`config.mk`:
```
export PLATFORM = sky130hd
export DESIGN_NAME = fto_ctrl
export DESIGN_NICKNAME = d
export VERILOG_FILES = /design/src/rtl/core/fto_pkg.sv /design/src/rtl/core/fto_ctrl.sv
export SDC_FILE = /design/constraint.sdc
export NUM_CORES = 1
export LEC_CHECK = 0
export BUFFER_PORTS_ARGS = -buffer_cell sky130_fd_sc_hd__buf_2
export CORE_AREA = 2 2 39 41
export DETAILED_ROUTE_END_ITERATION = 12
export DIE_AREA = 0 0 41 43
export REMOVE_ABC_BUFFERS = 1
export SLEW_MARGIN = 40
export SYNTH_ARGS = -nofsm -noshare
export SYNTH_HDL_FRONTEND = slang
export SYNTH_SLANG_ARGS = --single-unit
```
`constraint.sdc`:
```
create_clock -name clk -period 1.47 [get_ports clk]
set_input_delay 0.0735 -clock clk [delete_from_list [all_inputs] [get_ports clk]]
set_output_delay 0.0735 -clock clk [all_outputs]
set_load 0.05 [all_outputs]
```
`src/rtl/core/fto_pkg.sv`:
```
// ----------------------------------------------------------------------------
// fto_pkg
// Types and constants shared by the flow timeout expiry core.
// ----------------------------------------------------------------------------
`default_nettype none

package fto_pkg;

  localparam int SLOT_W    = 10;
  localparam int KEY_W     = 64;
  localparam int TS_W      = 64;
  localparam int CNT_W     = 32;
  localparam int TO_W      = 16;
  localparam int US_W      = 20;
  localparam int TOUS_W    = TO_W + US_W;
  localparam int CFG_IDX_W = 2;
  localparam int IN_W      = 144;
  localparam int OUT_W     = 200;

  localparam logic [US_W-1:0]  US_PER_S = US_W'(1000000);
  localparam logic [CNT_W-1:0] CNT_MAX  = '1;

  typedef enum logic [1:0] {
    REASON_INACTIVE = 2'd0,
    REASON_ACTIVE   = 2'd1,
    REASON_END      = 2'd2
  } reason_t;

  typedef enum logic [CFG_IDX_W-1:0] {
    CFG_ACTIVE   = 2'd0,
    CFG_INACTIVE = 2'd1,
    CFG_SUMMARY  = 2'd2
  } cfg_idx_t;

  typedef enum logic [2:0] {
    ST_CLEAR,
    ST_IDLE,
    ST_READ,
    ST_DIFF,
    ST_DECIDE,
    ST_COMMIT
  } state_t;

  typedef struct packed {
    logic clear_step;
    logic take;
    logic diff;
    logic decide;
    logic commit;
  } cmd_t;

  typedef struct packed {
    logic clear_done;
    logic out_free;
  } status_t;

endpackage

`default_nettype wire

```
`src/rtl/core/fto_ctrl.sv`:
```
// ----------------------------------------------------------------------------
// fto_ctrl
// Sequencer: clearing pass after reset, then read, difference, decision
// and commit steps for one beat at a time.
// ----------------------------------------------------------------------------
`default_nettype none

module fto_ctrl (
  input  wire logic            clk,
  input  wire logic            rst,
  input  wire logic            s_tvalid,
  output logic                 s_tready,
  input  wire fto_pkg::status_t status,
  output fto_pkg::cmd_t        cmd
);

  import fto_pkg::*;

  state_t state;
  state_t state_next;

  always_ff @(posedge clk) begin
    if (rst) begin
      state <= ST_CLEAR;
    end else begin
      state <= state_next;
    end
  end

  always_comb begin
    state_next = state;
    cmd        = '0;
    s_tready   = 1'b0;
    unique case (state)
      ST_CLEAR: begin
        cmd.clear_step = 1'b1;
        if (status.clear_done) begin
          state_next = ST_IDLE;
        end
      end
      ST_IDLE: begin
        s_tready = 1'b1;
        if (s_tvalid) begin
          cmd.take   = 1'b1;
          state_next = ST_READ;
        end
      end
      ST_READ: begin
        state_next = ST_DIFF;
      end
      ST_DIFF: begin
        cmd.diff   = 1'b1;
        state_next = ST_DECIDE;
      end
      ST_DECIDE: begin
        cmd.decide = 1'b1;
        state_next = ST_COMMIT;
      end
      ST_COMMIT: begin
        if (status.out_free) begin
          cmd.commit = 1'b1;
          state_next = ST_IDLE;
        end
      end
      default: begin
        state_next = ST_CLEAR;
      end
    endcase
  end

endmodule

`default_nettype wire

```
# After elaboration in Yosys (flattened, before gate mapping)
# Cells that the tools add are included.
[op_classes]
n_addsub = 0
mul = 0
n_div = 0
n_lt_le_gt_ge = 0
n_eq_ne = 8
n_shift = 0
mux = 12
bitwise_logic = 0
reduce_logical = 2
[op_table]
columns = ["op", "count"]
rows = [
  ["case mux 3 bit (6 select lines)", 1],
  ["2-to-1 mux 3 bit", 3],
  ["2-to-1 mux 1 bit", 8],
  ["== test 3 x 2 -> 1 bit, second input constant", 2],
  ["== test 3 bit, second input constant", 2],
  ["inequality test 2 bit, second input constant", 3],
  ["== test 3 x 1 -> 1 bit, second input constant", 1],
  ["logical NOT 3 bit", 1],
  ["AND reduction 3 bit", 1],
]
[totals]
regBits = 3
latch_bits = 0
mem_bits_rw = 0
mem_bits_ro = 0
inputBits = 5
output_inout_bits = 6
word_cells = 23
memories = 0

# Longest topological paths before layout
# Gate-level depths: netlist (run 1).
[depth]
word_depth = 3
ltp_mapped = 4
ltp_nobuf = 3

# Worst setup path after synthesis (run 1)
# OpenSTA, ideal clock, no wires.
[synth_timing]
path_type = "flip-flop to output port"
from = "reg state[0]"
to = "out cmd[3] in the netlist's numbering"
t_arrival_ns = 1.634
required_time_ns = 1.397
setup_slack_ns = -0.237
stages_incl_launch_ff = 4
n_path_buf = 1
cell_sequence = "dfxtp_1 buf_6 nor3b_2 and2_1"
[synth_lines]
columns = ["item", "line_no", "source"]
rows = [
  ["from (decl)", "fto_ctrl.sv:19", "state_t state;"],
  ["from (signal assigned)", "fto_ctrl.sv:26", "state <= state_next;"],
  ["to (decl)", "fto_ctrl.sv:14", "output fto_pkg::cmd_t cmd"],
]

==> impl_metrics.yaml, run 1 <==
worst_setup_path:
  r2r_cells: 3
  r2r-end: "state[2]"
  worstReg2RegStart: "state[2]"
  cp-start-kind: "flip-flop"
  crit_type: "reg2out"
  crit_required_ns: 1.40
  arrival_ns: 1.27
  end_kind: "output pin"
  r2r_slack_ns: 0.49
  path_max_fanout: 9
sta:
  setup_viol: 0
  fmax_ghz: 0.7419
  tns_ns: 0
  period_needed_ns: 1.348
  period_share_pct: 91.70
  hold_viol: 0
  fin_hold_ws_ns: 0.04089
  slew_violations: 0
  worst_slew_pin_slew_ns: 0.2367
  fin_worst_skew_ns: 0.001307
  rsz0062_at_grt: "false"
  setup_slack_ns: 0.1221
  slew_headroom_pct: 84.20
drt:
  drc_errors: 0
  dr.pass1.iters: 1
  drt_iter0_markers: 0
  routed-via-count: 185
  via_per_inst: 3.558
  wirelength_um: 401
  ant_nets: 0
  routedWlPerCell_um: 7.712
final_layout:
  top_register: "state"
  final_core_util_pct: 18.99
  diodes: 0
  largest_reg_flops: 3
  area_growth_pct: 47.89
  layout-drive-gt1-share_pct: 38.89
  nets: 42
  final_cell_mix: "buf_2 (10), nor2_1 (4), clkbuf_4 (3), dfxtp_1 (3)"
  top_regs: "state (3)"
  mostFrequentLayoutCell: "buf_2"
floorplanning:
  initial_core_util_pct: 12.84
  die-area_sq_um: 1763
  core_sq_um: 1384
  die_w_um: 41
  die_y_um: 43
  fp-row-count: 14
  ios: 11
global_routing:
  grt_overflow: 0
  gr-usage-all-layers_pct: 5.517
  grt_pass1_vias: 166
  grt_antenna_before_repair: 0
  grt_max_degree: 10
  grt_pass1_wl_um: 586
logic_synthesis:
  yosysSeqAreaShare_pct: 33.80
  synth.largest_area_cell: "dfxtp_1"
  synthesis.instances: 23
  synth_top_area_share_pct: 33.80
  ys_seq_elements: 3
  synth_area_leaders: "dfxtp_1 (34%), nor2_1 (8.5%), nor3b_2 (7.0%), buf_6 (6.3%), nor3_1 (5.6%)"
  synth_cell_types: 16
  syn_avg_cell_area_sq_um: 7.725
  yosysWarnings: 0
  syn-cell-area_sq_um: 177.7
clocking:
  hold_buffers: 0
  cts.repair.resized: 0
  ctsLongestPathBuffers: 2
  htreeDepth: 1
  cts.sinks: 3
  clk_pin_slew_worst_paths_ns: 0.04
  cts_setup_buffers: 0
  worstSkewPairLatency_ns: 0.23
  cts-root-buf: "clkbuf_4"
  numCtsBuffers: 3
  cts_tree: "yes"
run:
  maxCapViolCount: 0
hold_path:
  hp-class: "in2reg"
  min_to: "state[0]"
  min_from: "rst"
  hold_depth: 2
place:
  numPortBuffers: 10
  place.gp.congestion: 0.6510
  preCtsSetupSlack_ns: 0.3565
  hpwl_um: 312.8
power:
  power_density_nw_per_um2: 1224
  power.leakage_nw: 0.1229
  fin_total_pwr_uw: 321.5
  peakVddDrop_mv: 0.2147
outcome:
  status: "completed"
synth_stat cells:
library cell	count
nor2_1	4
dfxtp_1	3
nand2_1	2
nor3_1	2
a21oi_1	1
a31oi_1	1
and2_1	1
and3b_1	1
buf_6	1
inv_1	1
nand3b_1	1
nor2b_1	1
nor3b_2	1
o21a_1	1
o21ai_0	1
o21ai_1	1
worst max-delay path by stage:
| stage | startpoint | end | cells after the start | slack, ns |
|---|---|---|---|---|
| 3_5_place_dp | state[0] | cmd[3] | 3 | 0.36 |
| 2_1_floorplan | state[0] | cmd[3] | 2 | -0.26 |
| 5_1_grt | state[0] | cmd[3] | 3 | 0.01 |
| 6_report | state[0] | cmd[3] | 3 | 0.12 |
| 4_1_cts | state[0] | cmd[3] | 3 | 0.10 |
| 3_3_place_gp | state[0] | cmd[3] | 3 | 0.39 |
worst max-delay path: stages (launching register included):
cell and delay, ns:
dfxtp_1 0.44, nor3b_2 0.22, and2_1 0.13, buf_2 0.25
per-stage QoR:
stage / cells / cell area, sq um
6_report: 52 / 262.8
5_1_grt: 52 / 262.8
4_1_cts: 52 / 262.8
3_5_place_dp: 48 / 236.5
3_3_place_gp: 48 / 236.5
2_1_floorplan: 22 / 166.4
cells by family after synthesis:
logic type | count (synthesis) | synth area share, %
compound gates | 5 | 16.19
buf+inv | 2 | 8.448
flops | 3 | 33.80
simple gates | 13 | 41.55
final cells by class:
cell class              instances  area [sq um]
well taps                      16         20.02
repair buffers                 10         50.05
flip-flops and latches          3         60.06
inverters                       1         3.754
multi-input cells              18         102.6
fillers                       153          1121
clock buffers                   4         26.28
report_power, final:
| group | switching (mW) | leakage [nW] | internal, mW |
|---|---|---|---|
| Sequential | 0.00951 | 0.0246 | 0.0875 |
| Clock | 0.0413 | 0.0150 | 0.102 |
| Combinational | 0.0563 | 0.0834 | 0.0252 |
| Total | 0.107 | 0.123 | 0.214 |
routing by layer:
metal / GRT usage [%] / up-vias / part of all wire, %
met5: 0 / - / 0
met3: 3.141 / 0 / 10
met4: 6.000 / 0 / 0
met2: 7.500 / 7 / 45
li1: - / 103 / -
met1: 5.128 / 75 / 45
Note: power is estimated with default switching activity, not from simulation.
==> run 2: changes to the inputs <==
--- a/config.mk
+++ b/config.mk
@@ -6,10 +6,11 @@
 export NUM_CORES = 1
 export LEC_CHECK = 0
 export BUFFER_PORTS_ARGS = -buffer_cell sky130_fd_sc_hd__buf_2
-export CORE_AREA = 2 2 39 41
+export CORE_AREA = 3 3 40 42
 export DETAILED_ROUTE_END_ITERATION = 12
-export DIE_AREA = 0 0 41 43
+export DIE_AREA = 0 0 43 45
 export REMOVE_ABC_BUFFERS = 1
+export SKIP_LAST_GASP = 1
 export SLEW_MARGIN = 40
 export SYNTH_ARGS = -nofsm -noshare
 export SYNTH_HDL_FRONTEND = slang
==> run 2 against run 1 <==
Routed wire length grew 1.2%. Setup slack lost 0.0046 ns. Clock-buffer cell count is the same. Critical path depth is the same. Combinational power is essentially flat. Worst hold slack lost 0.016 ns. Clock power is essentially flat. Sequential share of layout area grew 0.11 points. Fmax shrank 0.34%. Total power grew 0.59%. Sequential power is essentially flat. Highest routed layer unchanged.
==> impl_metrics.yaml, run 2 (synthesized netlist as in run 1, its figures left out) <==
outcome:
  status: "completed"
drt:
  routed-via-count: 183
  drc_errors: 0
  routedWlPerCell_um: 7.961
  drt_iter0_markers: 1
  ant_nets: 0
  wirelength_um: 406
  dr.pass1.iters: 4
  via_per_inst: 3.588
global_routing:
  grt_max_degree: 10
  grt_antenna_before_repair: 0
  grt_overflow: 0
  grt_pass1_vias: 178
  grt_pass1_wl_um: 634
  gr-usage-all-layers_pct: 4.908
floorplanning:
  ios: 11
  die_w_um: 43
  die_y_um: 45
  initial_core_util_pct: 13.83
  die-area_sq_um: 1935
  fp-row-count: 13
  core_sq_um: 1285
worst_setup_path:
  arrival_ns: 1.28
  r2r_slack_ns: 0.50
  cp-start-kind: "flip-flop"
  path_max_fanout: 9
  cp_slowest_cell: "dfxtp_1"
  cp_slowest_stage_delay_ns: 0.44
  crit_chain: "nor3b_2 -> and2_1 -> buf_2"
  end_kind: "output pin"
  crit_type: "reg2out"
  crit_required_ns: 1.40
final_layout:
  largest_reg_flops: 3
  area_growth_pct: 47.18
  multi_input_area_sq_um: 102.6
  top_register: "state"
  seqCellArea_sq_um: 60.06
  instances_no_fill: 51
  mostFrequentLayoutCell: "buf_2"
  diodes: 0
  top_regs: "state (3)"
  layout-drive-gt1-share_pct: 38.89
  nFillCells: 151
  nets: 42
  final_cell_mix: "buf_2 (10), nor2_1 (4), clkbuf_4 (3), dfxtp_1 (3)"
sta:
  fin_hold_ws_ns: 0.02493
  period_needed_ns: 1.353
  worst_slew_pin_slew_ns: 0.2396
  fmax_ghz: 0.7394
  hold_viol: 0
  slew_headroom_pct: 84.00
  setup_viol: 0
  tns_ns: 0
  slew_violations: 0
  fin_worst_skew_ns: 0.002855
  rsz0062_at_grt: "false"
  period_share_pct: 92.01
run:
  maxCapViolCount: 0
clocking:
  cts_setup_buffers: 0
  htreeDepth: 1
  cts-root-buf: "clkbuf_4"
  cts.repair.resized: 0
  ctsLongestPathBuffers: 2
  numCtsBuffers: 3
  hold_buffers: 0
  clk_pin_slew_worst_paths_ns: 0.04
  cts.sinks: 3
  cts_tree: "yes"
  worstSkewPairLatency_ns: 0.23
power:
  peakVddDrop_mv: 0.2607
  power.leakage_nw: 0.1229
  power_density_nw_per_um2: 1237
place:
  place.gp.congestion: 0.6503
  placedCellCount: 47
  numPortBuffers: 10
hold_path:
  hp-class: "in2reg"
==> run 2: cell counts in the layout (fill, tap and decap cells not counted) <==
No cell type changed its count.
==> run 2: power breakdown <==
part	switching [mW]	leakage (nW)	internal [mW]
Clock	0.0433	0.0150	0.102
Combinational	0.0560	0.0834	0.0252
Sequential	0.00959	0.0246	0.0875
Total	0.109	0.123	0.215
==> run 2: final timing paths <==
kind	cells after the start	end	from
min	2	state[0]	rst
max reg2reg	3	state[2]	state[2]
max	3	cmd[3]	state[0]
min reg2reg	1	state[1]	state[2]
==> run 2: area by class of cell <==
type | count | share of cell area (%)
clock buffers | 4 | 10.05
repair buffers | 10 | 19.14
multi-input cells | 18 | 39.23
flip-flops and latches | 3 | 22.97
well taps | 15 | 7.177
inverters | 1 | 1.435
==> run 2: critical path, delay by kind of cell, from the launching register on <==
kind	cells	cell delay, ns
flops	1	0.44
simple gates	2	0.36
buf+inv	1	0.25
==> run 2: metal layers <==
metal | GRT usage [%] | part of all wire (%) | up-vias
li1 | - | - | 105
met5 | 0 | 0 | -
met1 | 4.327 | 39 | 71
met2 | 6.886 | 45 | 7
met3 | 3.586 | 16 | 0
met4 | 5.422 | 0 | 0
==> run 2: stage by stage <==
| stage | total power [mW] | utilization [%] | worst slack, ns | cell area, sq um |
|---|---|---|---|---|
| floorplan | 0.1595 | - | -0.2627 | 166.4 |
| CTS | 0.3311 | 20.35 | 0.1032 | 261.5 |
| global placement | 0.1803 | 18.31 | 0.3890 | 235.2 |
| detailed placement | 0.1804 | 18.31 | 0.3587 | 235.2 |
| global route | 0.3403 | 20.35 | 0.004734 | 261.5 |
| finish | 0.3234 | 20.35 | 0.1175 | 261.5 |
